==> src/sv/gbd_pkg.sv <==
`default_nettype none

package gbd_pkg;

    // Fixed widths of the interface words.
    localparam int WORD_BITS  = 32;
    localparam int COUNT_OUT_BITS = 16;

    // Population register width and number of fraction bits of the fixed-point values.
    localparam int COUNT_BITS = 16;
    localparam int FRAC_BITS  = 16;

    // The logarithm in fixed point is below 32 << FRAC_BITS + 1, so it needs six integer bits.
    localparam int LN_BITS  = FRAC_BITS + 6;
    // Dividend of the waiting-time division is the logarithm shifted up by FRAC_BITS.
    localparam int DIV_BITS = LN_BITS + FRAC_BITS;
    localparam int DIV_CNT_BITS = $clog2(DIV_BITS);
    localparam int SQ_CNT_BITS  = (FRAC_BITS > 1) ? $clog2(FRAC_BITS) : 1;

    // ln 2 in Q0.32.
    localparam logic [WORD_BITS-1:0] LN2_Q32 = 32'hB172_17F7;

    // Register reset values.
    localparam logic [WORD_BITS-1:0] BIRTH_RESET = WORD_BITS'(64'd2 << FRAC_BITS);
    localparam logic [WORD_BITS-1:0] DECAY_RESET =
        WORD_BITS'(((64'd1 << FRAC_BITS) + 64'd5) / 64'd10);
    localparam logic [WORD_BITS-1:0] END_RESET   = WORD_BITS'(64'd100 << FRAC_BITS);

    // Configuration register indexes.
    localparam int CFG_IDX_BITS = 2;
    localparam logic [CFG_IDX_BITS-1:0] REG_BIRTH_RATE = 2'd0;
    localparam logic [CFG_IDX_BITS-1:0] REG_DECAY_RATE = 2'd1;
    localparam logic [CFG_IDX_BITS-1:0] REG_END_TIME   = 2'd2;

    // Event kinds.
    localparam logic EVENT_BIRTH = 1'b0;
    localparam logic EVENT_DECAY = 1'b1;

    typedef enum logic [2:0] {
        ST_IDLE,
        ST_TOTAL,
        ST_REACT,
        ST_LOG,
        ST_DIV,
        ST_COMMIT
    } step_state_t;

    typedef enum logic [1:0] {
        LN_IDLE,
        LN_NORM,
        LN_SQUARE,
        LN_SCALE
    } ln_state_t;

endpackage

`default_nettype wire

==> src/sv/gbd_ln.sv <==
`default_nettype none

// Natural log of 2^32/word in fixed point. The word is normalized in five
// binary shift steps, then one fraction bit of log2 is produced per squaring.
module gbd_ln
    import gbd_pkg::*;
(
    input  wire logic                 clk,
    input  wire logic                 rst_n,
    input  wire logic                 start,
    input  wire logic [WORD_BITS-1:0] word,
    output logic                      done,
    output logic [LN_BITS-1:0]        ln_q
);

    ln_state_t                state_reg, state_next;
    logic [2:0]               norm_step_reg;
    logic [SQ_CNT_BITS-1:0]   sq_cnt_reg;
    logic [WORD_BITS-1:0]     x_reg;
    logic [4:0]               shcnt_reg;
    logic [FRAC_BITS-1:0]     frac_reg;
    logic [LN_BITS-1:0]       ln_reg;
    logic                     done_reg;

    logic [4:0]               sh;
    logic [WORD_BITS-1:0]     top_mask;
    logic                     top_zero;
    logic [63:0]              sq_prod;
    logic [4:0]               lead;
    logic [FRAC_BITS+4:0]     lg;
    logic [LN_BITS-1:0]       l_val;
    logic [63:0]              ln_prod;

    assign sh       = 5'(5'd16 >> norm_step_reg);
    assign top_mask = ~(32'hFFFF_FFFF >> sh);
    assign top_zero = (x_reg & top_mask) == '0;
    assign sq_prod  = 64'(x_reg) * 64'(x_reg);
    assign lead     = 5'd31 - shcnt_reg;
    assign lg       = {lead, frac_reg};
    assign l_val    = (LN_BITS'(32) << FRAC_BITS) - LN_BITS'(lg);
    assign ln_prod  = 64'(l_val) * 64'(LN2_Q32);

    always_ff @(posedge clk or negedge rst_n)
    begin
        if (!rst_n)
        begin
            state_reg <= LN_IDLE;
            done_reg  <= 1'b0;
        end
        else
        begin
            state_reg <= state_next;
            done_reg  <= (state_reg == LN_SCALE);
        end
    end

    always_comb
    begin
        state_next = state_reg;
        case (state_reg)
            LN_IDLE:
            begin
                if (start)
                    state_next = LN_NORM;
            end
            LN_NORM:
            begin
                if (norm_step_reg == 3'd4)
                    state_next = LN_SQUARE;
            end
            LN_SQUARE:
            begin
                if (sq_cnt_reg == SQ_CNT_BITS'(FRAC_BITS - 1))
                    state_next = LN_SCALE;
            end
            LN_SCALE:
            begin
                state_next = LN_IDLE;
            end
            default:
            begin
                state_next = LN_IDLE;
            end
        endcase
    end

    always_ff @(posedge clk)
    begin
        case (state_reg)
            LN_IDLE:
            begin
                x_reg         <= word;
                shcnt_reg     <= '0;
                norm_step_reg <= '0;
                sq_cnt_reg    <= '0;
            end
            LN_NORM:
            begin
                if (top_zero)
                begin
                    x_reg     <= x_reg << sh;
                    shcnt_reg <= shcnt_reg + sh;
                end
                norm_step_reg <= norm_step_reg + 3'd1;
            end
            LN_SQUARE:
            begin
                // The square is in [2^62, 2^64); its top bit decides the fraction bit.
                if (sq_prod[63])
                    x_reg <= sq_prod[63:32];
                else
                    x_reg <= sq_prod[62:31];
                frac_reg   <= {frac_reg[FRAC_BITS-2:0], sq_prod[63]};
                sq_cnt_reg <= sq_cnt_reg + SQ_CNT_BITS'(1);
            end
            LN_SCALE:
            begin
                ln_reg <= LN_BITS'(ln_prod >> 32);
            end
            default:
            begin
                x_reg <= x_reg;
            end
        endcase
    end

    assign done = done_reg;
    assign ln_q = ln_reg;

endmodule

`default_nettype wire

==> config.mk <==
export PLATFORM = sky130hd
export DESIGN_NAME = gbd_ln
export DESIGN_NICKNAME = d
export VERILOG_FILES = /design/src/sv/gbd_pkg.sv /design/src/sv/gbd_ln.sv
export SDC_FILE = /design/constraint.sdc
export NUM_CORES = 2
export LEC_CHECK = 0
export ABC_AREA = 1
export BUFFER_PORTS_ARGS = -buffer_cell sky130_fd_sc_hd__clkbuf_2
export CORE_MARGIN = 2
export CORE_UTILIZATION = 50
export DETAILED_ROUTE_END_ITERATION = 10
export PLACE_DENSITY = 0.74
export SYNTH_ARGS = -nofsm -noshare
export SYNTH_HDL_FRONTEND = slang
export SYNTH_SLANG_ARGS = --single-unit
==> constraint.sdc <==
create_clock -name clk -period 11.35 [get_ports clk]
set_clock_uncertainty 0.15 [all_clocks]
set_input_delay 0.5675 -clock clk [delete_from_list [all_inputs] [get_ports clk]]
set_output_delay 0.5675 -clock clk [all_outputs]
set_load 0.01 [all_outputs]
---- Word-level counts from Yosys, hierarchy flattened ----
Index checks and enable logic that the tools add are counted.
word-level totals
  register bits ........................... 85
  output and inout bits ................... 23
  word-level logic and storage cells ...... 48
cells by class
  add/sub/neg operators ................... 5
  multiply operators ...................... 2
  equality and inequality tests ........... 9
  shift operators ......................... 3
  multiplexer cells ....................... 11
  bitwise logic cells ..................... 2
  reductions and logical operators ........ 8
operators by type and width
  cell                                                 number
  one-hot mux 32 bit (3 select lines)                  1
  multiplier 32 x 32 -> 64 bit                         1
  two-way mux 32 bit                                   2
  multiplier 22 x 32 -> 54 bit, second input constant  1
  bitwise AND 32 bit                                   1
  zero test 32 bit                                     1
  inverter 32 bit                                      1
  << shifter 32 x 5 -> 32 bit                          1
  right shift 32 x 5 -> 32 bit, first input constant   1
  subtractor 22 x 21 -> 22 bit, first input constant   1
  one-hot mux 5 bit (2 select lines)                   1
  != test 2 bit, second input constant                 4
  one-hot mux 2 bit (4 select lines)                   1
  one-hot mux 4 bit (2 select lines)                   1
  two-way mux 2 bit                                    3
  one-hot mux 3 bit (2 select lines)                   1
  adder 5 bit                                          1
  two-way mux 5 bit                                    1
  right shift 5 x 3 -> 5 bit, first input constant     1
  subtractor 5 bit, first input constant               1
  adder 4 x 1 -> 4 bit, second input constant          1
  equality test 2 bit, second input constant           2
  equality test 4 bit, second input constant           1
  AND reduction 2 bit                                  2
  7 further kinds                                      8

---- Longest topological paths before layout ----
  word-level depth ........................ 7
  mapped depth ............................ 37

---- Least setup slack after synthesis ----
No wires, ideal clock.
  kind .................................... reg-to-reg
  start point ............................. reg frac_reg[0]
  end point ............................... reg ln_reg[8], in the netlist ln_q[8], data pin
  library setup time ...................... 0.252 ns
  data arrival time ....................... 7.332 ns
  data required time ...................... 10.948 ns
  setup slack ............................. 3.616 ns
  stages on the path, launching flop included .. 35
  buffers on the path ..................... 0
  period minus slack after synthesis ...... 7.734 ns
  cells stage by stage .................... edfxtp_1 inv_2 nand3_2 nor3_2 nand2_1 nor2_2 nand3_1 nor2_1 nand3_1 xor2_1 inv_1 fa_1 xor2_1 ha_1 or2_2 fa_1 fa_1 inv_1 fa_1 inv_1 fa_1 inv_1 fa_1 inv_1 ha_1 a21oi_1 inv_1 nor2_1 o21ai_0 a21oi_1 o21ai_0 a21oi_1 inv_1 nand2_1 nand2_1
on the way
  word-level cells in the longest chain between the ends .. 2
RTL lines
  item                          RTL line       RTL
  from (decl)                   gbd_ln.sv:21   logic [FRAC_BITS-1:0] frac_reg;
  from (signal assigned)        gbd_ln.sv:113  frac_reg <= {frac_reg[FRAC_BITS-2:0], sq_prod[63]};
  subtractor 22 x 21 -> 22 bit  gbd_ln.sv:40   assign l_val = (LN_BITS'(32) << FRAC_BITS) - LN_BITS'(lg);
  multiplier 22 x 32 -> 54 bit  gbd_ln.sv:41   assign ln_prod = 64'(l_val) * 64'(LN2_Q32);
  net ln_prod[40]               gbd_ln.sv:32   logic [63:0] ln_prod;
  to (signal assigned)          gbd_ln.sv:118  ln_reg <= LN_BITS'(ln_prod >> 32);
  to (decl)                     gbd_ln.sv:22   logic [LN_BITS-1:0] ln_reg;
The timed path passes the listed nets, and every way through them passes these cells.
A chain may end at the register's enable or synchronous reset.

---- Final worst setup path ----
  start point ............................. reg frac_reg[0]
  end point ............................... reg ln_reg[10], in the netlist ln_q[10], data pin
The elaborated chain is that of the path after synthesis.

==> metrics.md <==
| Metric | Value |
|---|---|
| Status | complete, no violations |
| Final hold violation count | 0 |
| Hold depth | 0 |
| DR vias/cell | 5.20 |
| Routed len/inst | 20.5 um |
| Endpoints failing setup | 0 |
| Post-detail-place hpwl | 132 mm |
| Synth Area in Compound Gates | 0.0484 |
| Routed vias | 39300 |
| Drt pass-1 iters | 6 |
| Hold path endpoint | frac_reg[2] |
| Largest net degree at the start of global routing | 59 |
| Hold WS | 0.308 ns |
| Initial antenna violation count | 1 |
| Num Clock Sinks | 85 |
| Width of the die | 319 um |
| Critical path endpoint category | flip-flop |
| Post-synthesis mux area share | 0.00181 |
| Reg area | 0.00254 mm2 |
| Max Freq | 0.109 GHz |
| Longest Clk Path Bufs | 2 |
| Synth unique cells | 58 |
| Post-CTS Setup Bufs | 0 |
| Avg Inst Size Synth | 7.89 um2 |
| Cells on worst reg2reg path | 29 |
| Synth top area share | 0.423 |
| Max reg flops | 32 |
| Die H | 319 um |
| Setup TNS Final | 0 ns |
| TritonCTS clock tree | built |
| Synth Instances | 6304 |
| Clock transition at the registers of the reported paths | 0.08 ns |
| Post-synth EDFFs | 82 |
| Syn Nets | 7938 |
| Placed inst area | 0.0513 mm2 |
| RSZ-0062 raised after global routing | no |
| Final Cycle Share | 0.805 |
| Initial core utilization | 0.505 |
| Max-Cap Viols | 0 |
| Global-route wire length before repair | 241 mm |
| Resized Gates After CTS | 0 |
| CP peak stage delay | 0.68 ns |
| Ys flop type | edfxtp_1 |
| Multi-input logic area | 0.0389 mm2 |
| Clk Latency, worst-skew pair | 0.41 ns |
| XOR/XNOR Fraction of Synth Area | 0.0156 |
| Worst EP required | 11.34 ns |
| Vias in the first global route | 41200 |
| Hold_sp | frac_reg[1] |
| FF-to-FF setup slack | 2.21 ns |
| Worst reg2reg endpoint | ln_q[10] |
| FF-to-FF Start | frac_reg[0] |
| Rows | 115 |
| Synth Warn # | 0 |
| Async set-reset flop share out of synthesis | 0.0353 |
| CORE AREA | 0.0984 mm2 |
| GRT overflow | 0 |
| Startpoint types | flip-flop |
| Fillers | 9512 |
| Die Area | 0.102 mm2 |
| Core Util, Final | 0.524 |
| Crit path max-delay family | adder cells |
| Worst-margin pin slew | 1.22 ns |
| Fin crit period | 9.14 ns |
| Hold Crit Class | reg -> reg |
| P&R area growth vs syn | 3.76% |
| Design Area, Final | 0.0516 mm2 |
| Seq cells post-synth | 85 |
| Number of top-level pins | 58 |
| Mapped cell area | 0.0497 mm2 |
| Final Slew Violations | 0 |
| Worst EP arrival | 9.12 ns |
| Post-DRT Antenna Nets | 0 |
| Synth area leaders | fa_1 (42%), inv_1 (15%), ha_1 (14%) |
| GRT Overall Usage | 0.314 |
| Worst path bufs/invs | 7 |
| Worst Path Max Fanout | 9 |
| Share of cells above drive strength 1 | 0.0331 |
| Synth Area in Adders | 0.561 |
| Final Wtd Congestion | 1.05 |
| Slowest-stage cell, CP | xor2_1 |
| Iter 0 DRT Violations | 3297 |
| Synth Area in Simple Gates | 0.156 |
| # nets final | 7892 |
| Drt total wl | 155 mm |
| CP Class | reg -> reg |
| DRC errors left | 0 |
| Root Driver | clkbuf_16 |
| Seq/Total Area, Yosys | 0.0510 |
| H-tree levels | 3 |
| Combinational family with the most area after synthesis | adder cells |
| Num CTS Buffers | 9 |
| Headroom to the max-slew limit | 0.187 |
| Cell accounting for the most synthesized area | fa_1 |
| Buffers on Ports | 57 |
| Cts hold-fix bufs | 1 |
[area by class of cell]
type,count,share of cell area
tap,1287,0.0312
multi-input combinational,4042,0.754
timing repair buffer,107,0.0129
antenna,2,0.0000970
inverter,2013,0.146
sequential,85,0.0492
clock buffer,9,0.00436
clock inverter,7,0.00155
[layout by cell type (no fill, tap or decap), types with 4 or more instances in the layout]
cell type  instances
a211oi_1           4
a21o_1            12
a21oi_1          158
a21oi_2           13
a31o_2             6
a31oi_1           14
and3_1             4
buf_4             49
clkbuf_16          9
clkbuf_2          57
clkinv_1           4
edfxtp_1          82
fa_1            1050
ha_1             548
inv_1           1997
inv_2             12
mux2i_1            9
nand2_1         1415
nand2_2           15
nand3_1          106
nand3_2            4
nand3b_1          20
nand4_1           21
nor2_1           271
nor2_2            11
nor3_1            26
nor3_2             4
nor4_1             7
o211ai_1           6
o21a_1             4
o21ai_0          118
o21ai_1           32
o21bai_1          31
or2_2             10
xnor2_1           26
xor2_1            61
[how the worst max path moves through the flow]
stage | startpoint | to | slack [ns] | cells past startpoint
2_1_floorplan | frac_reg[0] | ln_q[8] | 3.62 | 34
3_3_place_gp | frac_reg[0] | ln_q[10] | 2.48 | 29
3_5_place_dp | frac_reg[0] | ln_q[10] | 2.32 | 29
4_1_cts | frac_reg[0] | ln_q[10] | 2.31 | 29
5_1_grt | frac_reg[0] | ln_q[10] | 1.70 | 32
6_report | frac_reg[0] | ln_q[10] | 2.21 | 29
[logic make-up after synthesis]
family | count (synthesis)
flip-flops | 85
adder cells (fa/ha/maj) | 1599
XOR/XNOR | 88
AO/OA/AOI/OAI | 420
AND/OR/NAND/NOR | 1926
buffers and inverters | 2177
multiplexers | 9
[metrics by stage]
stage                     setup slack [ns]  instances
after global placement                2.48       7533
after global routing                  1.70       7550
after CTS                             2.31       7550
final                                 2.21       7552
after detailed placement              2.32       7533
after floorplan                       3.62       6304
[layer usage]
layer  global-route usage  wire length [um]  up-vias
li1                     -                 -    18100
met1                0.437             64500    19400
met2                0.500             71300     1557
met3               0.0507             12800      307
met4                0.106              6290        0
met5                    0                 0        -
[synthesized netlist by cell type (all sizes together), types with 4 or more instances]
library cell,count
a211oi,4
a21o,12
a21oi,172
a31o,6
a31oi,14
and3,4
buf,42
clkbuf,122
clkinv,4
edfxtp,82
fa,1050
ha,549
inv,2009
mux2i,9
nand2,1432
nand3,110
nand3b,20
nand4,21
nor2,285
nor3,31
nor4,7
o211ai,6
o21a,4
o21ai,151
o21bai,31
or2,12
xnor2,27
xor2,61
Power is not shown: default switching activity piles up to over one toggle a cycle in this logic, so the estimate is an artifact.
