[config.mk]
export PLATFORM = sky130hd
export DESIGN_NAME = gbd_div
export DESIGN_NICKNAME = d
export VERILOG_FILES = /design/src/sv/gbd_pkg.sv /design/src/sv/gbd_div.sv
export SDC_FILE = /design/constraint.sdc
export NUM_CORES = 1
export LEC_CHECK = 0
export BUFFER_PORTS_ARGS = -buffer_cell sky130_fd_sc_hd__buf_2
export CORE_ASPECT_RATIO = 1.75
export CORE_UTILIZATION = 54
export CTS_CLUSTER_SIZE = 20
export DETAILED_ROUTE_END_ITERATION = 8
export GPL_TIMING_DRIVEN = 0
export PLACE_DENSITY = 0.82
export SYNTH_ARGS = -nofsm -noshare
export SYNTH_HDL_FRONTEND = slang
export SYNTH_SLANG_ARGS = --single-unit
[constraint.sdc]
create_clock -name clk -period 7.8 [get_ports clk]
set_input_delay 1.56 -clock clk [delete_from_list [all_inputs] [get_ports clk]]
set_output_delay 1.56 -clock clk [all_outputs]
set_load 0.02 [all_outputs]
[src/sv/gbd_pkg.sv]
`default_nettype none

package gbd_pkg;

    // Fixed widths of the interface words.
    localparam int WORD_BITS  = 32;
    localparam int COUNT_OUT_BITS = 16;

    // Population register width and number of fraction bits of the fixed-point values.
    localparam int COUNT_BITS = 16;
    localparam int FRAC_BITS  = 16;

    // The logarithm in fixed point is below 32 << FRAC_BITS + 1, so it needs six integer bits.
    localparam int LN_BITS  = FRAC_BITS + 6;
    // Dividend of the waiting-time division is the logarithm shifted up by FRAC_BITS.
    localparam int DIV_BITS = LN_BITS + FRAC_BITS;
    localparam int DIV_CNT_BITS = $clog2(DIV_BITS);
    localparam int SQ_CNT_BITS  = (FRAC_BITS > 1) ? $clog2(FRAC_BITS) : 1;

    // ln 2 in Q0.32.
    localparam logic [WORD_BITS-1:0] LN2_Q32 = 32'hB172_17F7;

    // Register reset values.
    localparam logic [WORD_BITS-1:0] BIRTH_RESET = WORD_BITS'(64'd2 << FRAC_BITS);
    localparam logic [WORD_BITS-1:0] DECAY_RESET =
        WORD_BITS'(((64'd1 << FRAC_BITS) + 64'd5) / 64'd10);
    localparam logic [WORD_BITS-1:0] END_RESET   = WORD_BITS'(64'd100 << FRAC_BITS);

    // Configuration register indexes.
    localparam int CFG_IDX_BITS = 2;
    localparam logic [CFG_IDX_BITS-1:0] REG_BIRTH_RATE = 2'd0;
    localparam logic [CFG_IDX_BITS-1:0] REG_DECAY_RATE = 2'd1;
    localparam logic [CFG_IDX_BITS-1:0] REG_END_TIME   = 2'd2;

    // Event kinds.
    localparam logic EVENT_BIRTH = 1'b0;
    localparam logic EVENT_DECAY = 1'b1;

    typedef enum logic [2:0] {
        ST_IDLE,
        ST_TOTAL,
        ST_REACT,
        ST_LOG,
        ST_DIV,
        ST_COMMIT
    } step_state_t;

    typedef enum logic [1:0] {
        LN_IDLE,
        LN_NORM,
        LN_SQUARE,
        LN_SCALE
    } ln_state_t;

endpackage

`default_nettype wire

[src/sv/gbd_div.sv]
`default_nettype none

// Restoring divider, one quotient bit per cycle. The quotient shifts into
// the dividend register as the dividend shifts out. Saturates to 32 bits.
module gbd_div
    import gbd_pkg::*;
(
    input  wire logic                 clk,
    input  wire logic                 rst_n,
    input  wire logic                 start,
    input  wire logic [DIV_BITS-1:0]  dividend,
    input  wire logic [WORD_BITS-1:0] divisor,
    output logic                      done,
    output logic [WORD_BITS-1:0]      quotient
);

    logic                    busy_reg;
    logic                    done_reg;
    logic [DIV_CNT_BITS-1:0] cnt_reg;
    logic [DIV_BITS-1:0]     num_reg;
    logic [WORD_BITS-1:0]    rem_reg;

    logic [WORD_BITS:0]      trial;
    logic                    ge;
    logic [WORD_BITS:0]      diff;
    logic                    last;

    assign trial = {rem_reg, num_reg[DIV_BITS-1]};
    assign ge    = trial >= {1'b0, divisor};
    assign diff  = trial - {1'b0, divisor};
    assign last  = cnt_reg == DIV_CNT_BITS'(DIV_BITS - 1);

    always_ff @(posedge clk or negedge rst_n)
    begin
        if (!rst_n)
        begin
            busy_reg <= 1'b0;
            done_reg <= 1'b0;
            cnt_reg  <= '0;
        end
        else
        begin
            done_reg <= busy_reg && last;
            if (start)
            begin
                busy_reg <= 1'b1;
                cnt_reg  <= '0;
            end
            else if (busy_reg)
            begin
                cnt_reg <= cnt_reg + DIV_CNT_BITS'(1);
                if (last)
                    busy_reg <= 1'b0;
            end
        end
    end

    always_ff @(posedge clk)
    begin
        if (start)
        begin
            num_reg <= dividend;
            rem_reg <= '0;
        end
        else if (busy_reg)
        begin
            num_reg <= {num_reg[DIV_BITS-2:0], ge};
            rem_reg <= ge ? diff[WORD_BITS-1:0] : trial[WORD_BITS-1:0];
        end
    end

    assign done     = done_reg;
    assign quotient = (|num_reg[DIV_BITS-1:WORD_BITS]) ? '1 : num_reg[WORD_BITS-1:0];

endmodule

`default_nettype wire

## Word-level counts from Yosys, hierarchy flattened

Cells that the tools add are included.

| word-level totals | value |
|---|---|
| bits in read-only memories | 0 |
| memories kept | 0 |
| output and inout bits | 33 |
| memory bits (writable) | 0 |
| input bits | 73 |
| register bits | 78 |
| latch bits | 0 |
| logic and storage cells | 21 |

| operators by class | value |
|---|---|
| mux-type cells | 9 |
| reduce and logical (&&, ||, !) cells | 3 |
| shift operators | 0 |
| divide/modulo/power cells | 0 |
| $add $sub $neg | 2 |
| multiply operators | 0 |
| bitwise logic cells | 0 |
| equality and inequality tests | 1 |
| order comparisons | 1 |

Operators by type and width:

| kind | count |
|---|---|
| $mux 38 | 2 |
| $mux 32 | 2 |
| $ge 33x32->1 | 1 |
| $sub 32x32->32 | 1 |
| $mux 6 | 2 |
| $add 6x1->6 const B | 1 |
| $eq 6x6->1 const B | 1 |
| $reduce_or 6->1 | 1 |
| $mux 1 | 3 |
| $reduce_bool 2->1 | 1 |
| $logic_and 1x1->1 | 1 |

## Longest topological paths before layout

Gate-level depths: netlist of the first run.

| depth | value |
|---|---|
| depth in word-level cells | 4 |
| depth in mapped cells | 13 |
| gate-level depth less buffers | 11 |

## Least setup slack after synthesis of the first run

OpenSTA, ideal clock, no wires.

| timing path | value |
|---|---|
| path kind | in2reg |
| start | input divisor[15] |
| end | register rem_reg[21] |
| path buffers | 2 |
| cell stages on the path | 11 |
| arrival time | 3814 ps |
| slack | 3870 ps |
| library setup time | 115 ps |
| data required time | 7685 ps |
| path through | inv_1 ha_1 buf_4 nand3_2 or4_1 o41ai_2 a21oi_1 a21o_1 buf_6 or4_1 and3_1 |

| on the way | value |
|---|---|
| longest elaborated chain between the ends | 2 |
| elaborated cells between the ends (all ways) | 3 |
| those cells by class | 1 x add/sub; 1 x order compare; 1 x mux |

Ends and longest elaborated chain:

| element | RTL line | RTL |
|---|---|---|
| start: declaration | gbd_div.sv:12 | `input wire logic [WORD_BITS-1:0] divisor,` |
| $sub 32x32->32 / $ge 33x32->1 (equally long branches) | gbd_div.sv:30, gbd_div.sv:29 |  |
| $mux 32 * | gbd_div.sv:68 | `rem_reg <= ge ? diff[WORD_BITS-1:0] : trial[WORD_BITS-1:0];` |
| end signal: assignment | gbd_div.sv:68 |  |
| end: declaration | gbd_div.sv:21 | `logic [WORD_BITS-1:0] rem_reg;` |

Mark *: on every way between the ends. The rest lies on a longest branch, timed or not.
A chain may end at the register's enable or synchronous reset.

## Worst setup path in the final report of the first run

| timing path | value |
|---|---|
| start | input divisor[1] |
| end | register rem_reg[21] |

The elaborated chain is that of the path after synthesis.

==> impl_metrics.env, run 1 <==
export IMPL_wirelength_um=14260
export IMPL_drv_cap=0
export IMPL_synth_flop_cell="edfxtp_1"
export IMPL_setup_viol=0
export IMPL_cp_end_kind="flop"
export IMPL_post_route_min_period_ns=4.046
export IMPL_fp_dieW_um=78.69
export IMPL_grt_usage_pct=27.20
export IMPL_ant_nets=0
export IMPL_drc=0
export IMPL_cts_buffers=9
export IMPL_powerDensity_nw_per_um2=161.4
export IMPL_worstMarginPinSlew_ns=0.8751
export IMPL_ys_ff_latch=78
export IMPL_rsz0062_at_grt="false"
export IMPL_crit_type="in -> reg"
export IMPL_synth_most_common_cell="nor2_1"
export IMPL_fill_cells=800
export IMPL_seq_area_frac_synth_pct=35.66
export IMPL_cp_start_kind="input pin"
export IMPL_die_h_um=136.2
export IMPL_cts_tree="built"
export IMPL_postCtsSetupRepairBufs=0
export IMPL_place_inst=832
export IMPL_cp_required_ns=8.02
export IMPL_insertion_delay_ns=0.33
export IMPL_status="complete, no violations"
export IMPL_leakage_nw=3.076
export IMPL_slew_headroom_pct=40.92
export IMPL_gp_congestion=0.9242
export IMPL_cts_repair_resized=0
export IMPL_wl_per_cell_um=16.78
export IMPL_cts_sinks=78
export IMPL_synth_top_area_share_pct=20.53
export IMPL_grt_pass1_vias=4735
export IMPL_start_util_pct=56.09
export IMPL_vias=4917
export IMPL_fp_dieArea_um2=10720
export IMPL_synth_area_top_cells="edfxtp_1, dfxtp_1, mux2_2, ha_1, mux2i_1"
export IMPL_peakVddDrop_v=0.0001375
export IMPL_drv_slew=0
export IMPL_largest_reg_flops=38
export IMPL_hold_viol_final=0
export IMPL_coreArea_um2=9910
export IMPL_drt_first_pass_iters=5
export IMPL_gr_total_overflow=0
export IMPL_clk_pin_slew_ns=0.06
export IMPL_final_nets=827
export IMPL_hp_class="reg -> reg"
export IMPL_finalCritPeriodShare_pct=51.87
export IMPL_grt_antenna_before_repair=1
export IMPL_synth_common_cells="nor2_1, inv_1, edfxtp_1, mux2_2, nand2_1"
export IMPL_place_hpwl_um=11160
export IMPL_setup_tns_final_ns=0
export IMPL_cts_buffer_depth=2
export IMPL_areaGrowthSynthToFinish_pct=18.75
export IMPL_grt_pass1_wl_um=22410
export IMPL_dr_first_iter_drc_count=304
export IMPL_cp_max_fo=7
export IMPL_viasPerCell=5.785
export IMPL_syn_area_per_cell_um2=9.217
export IMPL_io_buffers=104
export IMPL_ys_types=60
export IMPL_synth_top_area_cell="edfxtp_1"
export IMPL_synth_nets=711
export IMPL_ys_warn_count=0
export IMPL_synth_area_um2=5558
export IMPL_num_rows=48
export IMPL_drive_gt1_share_pct=28.45
export IMPL_arrival_ns=4.27
export IMPL_stdcell_count=850
export IMPL_ctsHtreeMaxLevel=3
export IMPL_io_pins=106
export IMPL_synth_edf_count=38
export IMPL_clock_tree_root_cell="clkbuf_16"
export IMPL_ctsHoldBuffers=0
export IMPL_clock_skew_ns=0.008757
export IMPL_fmax_mhz=247.2
export IMPL_syn_inst=603
export IMPL_async_flop_share_pct=10.26
export IMPL_grt_start_max_net_pins=39
[layout by cell type (no fill, tap or decap), types with 8 or more instances in the layout]
cell type | Yosys | routed
xnor2_1 | 19 | 19
nor2_1 | 53 | 53
mux2_2 | 38 | 38
inv_1 | 46 | 45
xor2_1 | 10 | 10
nor3_1 | 8 | 8
ha_1 | 34 | 34
a211oi_1 | 21 | 21
mux2i_1 | 21 | 21
nand3_1 | 14 | 14
or2_2 | 33 | 33
nand4_1 | 10 | 10
clkbuf_16 | 0 | 10
clkbuf_1 | 22 | 23
a21o_1 | 17 | 17
o21ai_0 | 21 | 21
a21oi_1 | 31 | 31
nand2_1 | 36 | 36
dfxtp_1 | 32 | 32
buf_2 | 4 | 108
dfrtp_1 | 8 | 8
edfxtp_1 | 38 | 38
[path summary, 6_finish.rpt]
path | from | depth (start not counted) | to | slack [ns]
worst max-delay path | divisor[1] | 11 | rem_reg[21] | 3.75
worst min-delay path | rem_reg[8] | 2 | rem_reg[8] | 0.51
worst max register to register | rem_reg[0] | 9 | rem_reg[21] | 4.78
worst min register to register | rem_reg[8] | 2 | rem_reg[8] | 0.51
max in group asynchronous | rst_n | 1 | done | 6.58
min in group asynchronous | rst_n | 1 | cnt_reg[2] | 1.05
[power breakdown]
part	switching, mW	internal (mW)	total (mW)
sequential	0.0127	0.456	0.469
combinational	0.0639	0.0600	0.124
clock	0.164	0.309	0.473
[cell families after synthesis]
group           synth area share (%)
fa+ha+maj                      8.014
xor+xnor                       4.570
mux                            11.48
simple gates                   16.41
compound gates                 17.83
buf+inv                        6.033
flops                          35.66
[cell type report]
| class | instances | area, um^2 | area share (%) |
|---|---|---|---|
| antenna | 1 | 2.502 | 0.03791 |
| buffer | 33 | 162.7 | 2.464 |
| clock buffer | 12 | 267.8 | 4.057 |
| clock inverter | 4 | 75.07 | 1.137 |
| inverter | 46 | 172.7 | 2.616 |
| multi-input combinational | 446 | 3241 | 49.10 |
| sequential | 78 | 1982 | 30.03 |
| tap | 125 | 156.4 | 2.370 |
| timing repair buffer | 105 | 540.5 | 8.190 |
[per-stage QoR]
step,setup slack (ns),cell area (um^2),util [%],total power [mW],hold slack (ns)
floorplan,3.870,5558,-,0.5557,0.4506
global placement,3.529,6235,62.92,0.5940,0.4881
detailed placement,3.464,6235,62.92,0.5998,0.4943
CTS,3.798,6578,66.38,1.064,0.5063
global route,3.686,6600,66.60,1.099,0.5219
finish,3.754,6600,66.60,1.066,0.5119
[routing by layer]
layer	up-vias	track usage [%]	routed length [um]
li1	2409	-	-
met2	154	52.75	7807
met1	2310	27.71	5220
met5	-	0	0
met4	0	13.37	631
met3	44	3.557	601
[worst max-delay path, stage by stage]
cell,delay [ns]
buf_2,0.11
inv_1,0.05
ha_1,0.30
nor2b_1,0.15
o31a_1,0.28
o31ai_2,0.43
a31oi_4,0.21
o31ai_1,0.41
a21oi_1,0.16
or4_1,0.46
and3_1,0.15
(Power assumes the default switching activity.)
==> run 2, diff against run 1 <==
Settings changed: ABC_AREA set to 1, CORE_UTILIZATION 54 to 52.
Clock period 7.8 ns to 3.28 ns, I/O delays scaled along.
==> run 2 against run 1 <==
Worst setup slack worse by 3.2 ns. Non-clock buffer count down 6. Final area rose by 11%. Register-to-register slack lost 3.9 ns. Sequential power rose to 3.1 times the previous value. Wire length grew 18%. Sequential cell count is the same. Global-route usage about the same. First-iteration DRC count is 26% lower. Sequential share of layout area down 3.0 points. Synthesized area increased by 14%. Critical path type is now reg -> out. Critical endpoint is now quotient[22]. Largest cell class unchanged. Largest power group is now combinational logic.
==> impl_metrics.env, run 2 <==
export IMPL_num_rows=53
export IMPL_drv_slew=0
export IMPL_hold_viol_final=0
export IMPL_cp_max_fo=10
export IMPL_cp_start_kind="flop"
export IMPL_p_clk_share_pct=17.2
export IMPL_largest_reg_flops=38
export IMPL_cts_repair_resized=0
export IMPL_grt_antenna_before_repair=0
export IMPL_crit_type="reg -> out"
export IMPL_ctsHoldBuffers=0
export IMPL_synth_edf_count=38
export IMPL_drive_gt1_share_pct=13.03
export IMPL_io_buffers=104
export IMPL_cp_required_ns=2.62
export IMPL_fp_dieW_um=85.39
export IMPL_grt_start_max_net_pins=40
export IMPL_ys_ff_latch=78
export IMPL_synth_common_cells="nand2_1, inv_1, nand3_1"
export IMPL_clk_pin_slew_ns=0.07
export IMPL_setup_tns_final_ns=0
export IMPL_synth_flop_cell="edfxtp_1"
export IMPL_worstMarginPinSlew_ns=0.7062
export IMPL_finish_instance_area_um2=7337
export IMPL_syn_inst=1038
export IMPL_place_hpwl_um=13740
export IMPL_fmax_mhz=367.8
export IMPL_dr_first_iter_drc_count=225
export IMPL_coreArea_um2=11940
export IMPL_start_util_pct=53.01
export IMPL_pwr_share_seq_pct=25.9
export IMPL_power_total_mw=5.615
export IMPL_peakVddDrop_v=0.0004455
export IMPL_seq_area_frac_synth_pct=31.32
export IMPL_gr_total_overflow=0
export IMPL_grt_pass1_vias=6154
export IMPL_synth_top_area_share_pct=25.69
export IMPL_grt_pass1_wl_um=26650
export IMPL_cts_buffers=9
export IMPL_vias=6447
export IMPL_combinationalPowerShare_pct=56.9
export IMPL_grt_usage_pct=27.17
export IMPL_hp_class="in -> async"
export IMPL_wl_per_cell_um=13.00
export IMPL_synth_most_common_cell="nand2_1"
export IMPL_wirelength_um=16850
export IMPL_clock_skew_ns=0.008212
export IMPL_switching_share_pct=47.36
export IMPL_syn_area_per_cell_um2=6.096
export IMPL_diodes=0
export IMPL_drv_cap=0
export IMPL_arrival_ns=2.06
export IMPL_viasPerCell=4.975
export IMPL_ys_warn_count=0
export IMPL_setup_viol=0
export IMPL_async_flop_share_pct=10.26
export IMPL_hold_slack_ns=0.1463
export IMPL_io_pins=106
export IMPL_rsz0062_at_grt="false"
export IMPL_ant_nets=0
export IMPL_cts_sinks=78
export IMPL_cts_buffer_depth=2
export IMPL_drt_first_pass_iters=5
export IMPL_finalCritPeriodShare_pct=82.90
export IMPL_place_inst=1279
export IMPL_synth_nets=1146
export IMPL_leakage_nw=4.195
export IMPL_areaGrowthSynthToFinish_pct=15.96
export IMPL_cp_end_kind="primary output"
export IMPL_ys_types=33
export IMPL_switchingPower_mw=2.659
export IMPL_final_nets=1262
export IMPL_postCtsSetupRepairBufs=0
export IMPL_final_cell_mix="nand2_1, inv_1, buf_2, nand3_1, nor2_1"
export IMPL_stdcell_count=1296
export IMPL_ctsHtreeMaxLevel=3
export IMPL_powerDensity_nw_per_um2=765.3
export IMPL_gp_congestion=1.022
export IMPL_die_h_um=147.9
export IMPL_placed_cell_area_um2=7019
export IMPL_slew_headroom_pct=52.63
export IMPL_p_int_mw=2.956
export IMPL_synth_area_top_cells="nand2_1, edfxtp_1, inv_1, dfxtp_1, ha_1"
export IMPL_clock_tree_root_cell="clkbuf_16"
export IMPL_status="complete, no violations"
export IMPL_synth_top_area_cell="nand2_1"
export IMPL_cts_tree="built"
export IMPL_insertion_delay_ns=0.34
export IMPL_post_route_min_period_ns=2.719
export IMPL_final_common_cell="nand2_1"
export IMPL_drc=0
export IMPL_synth_area_um2=6327
export IMPL_fp_dieArea_um2=12630
## run 2: final cells by class
cell class,instances,area (um^2)
multi-input combinational,712,3376
clock buffer,9,225.2
fill,1176,4599
clock inverter,7,65.06
buffer,27,140.1
timing repair buffer,105,548.0
sequential,78,1982
inverter,221,829.5
tap,137,171.4
## run 2: power groups by stage
| stage | combinational, mW | sequential [mW] | clock [mW] |
|---|---|---|---|
| floorplan | 2.41 | 1.42 | 0 |
| global placement | 3.10 | 1.46 | 0 |
| detailed placement | 3.16 | 1.47 | 0 |
| CTS | 3.18 | 1.45 | 0.989 |
| global route | 3.58 | 1.48 | 1.03 |
| finish | 3.19 | 1.46 | 0.964 |
## run 2: metrics by stage
step / worst slack, ns / utilization, %
3_5_place_dp: 0.4932 / 58.80
6_report: 0.5610 / 61.47
3_3_place_gp: 0.5249 / 58.80
2_1_floorplan: 1.014 / -
4_1_cts: 0.5779 / 61.24
5_1_grt: 0.4639 / 61.47
## run 2: worst max-delay path, cell delays in order (launching register included)
cell and delay (ns):
edfxtp_1 0.40, or4_1 0.55, nor3_2 0.26, buf_2 0.28
nand2_1 0.07, buf_2 0.16
## run 2: routing by layer
metal	global-route usage (%)	share of wire, %	up-vias	wire [um]
li1	-	-	3382	-
met1	25.17	37	2803	6178
met2	53.02	53	194	8904
met3	3.573	3.6	68	606
met4	19.17	6.9	0	1161
met5	0	0	-	0
## run 2: cell families after synthesis
family | synth area share [%]
simple gates | 38.98
fa+ha+maj | 7.040
buf+inv | 15.33
compound gates | 5.399
flops | 31.32
xor+xnor | 1.938
## run 2: worst paths after layout
kind,from,endpoint,slack (ns),cells after the start
min reg2reg,rem_reg[30],rem_reg[30],0.47,2
min in group clk,rem_reg[30],rem_reg[30],0.47,2
max reg2reg,rem_reg[18],rem_reg[22],0.93,14
min,rst_n,cnt_reg[0],0.15,1
max,num_reg[33],quotient[22],0.56,5
max in group asynchronous,rst_n,busy_reg,2.96,1
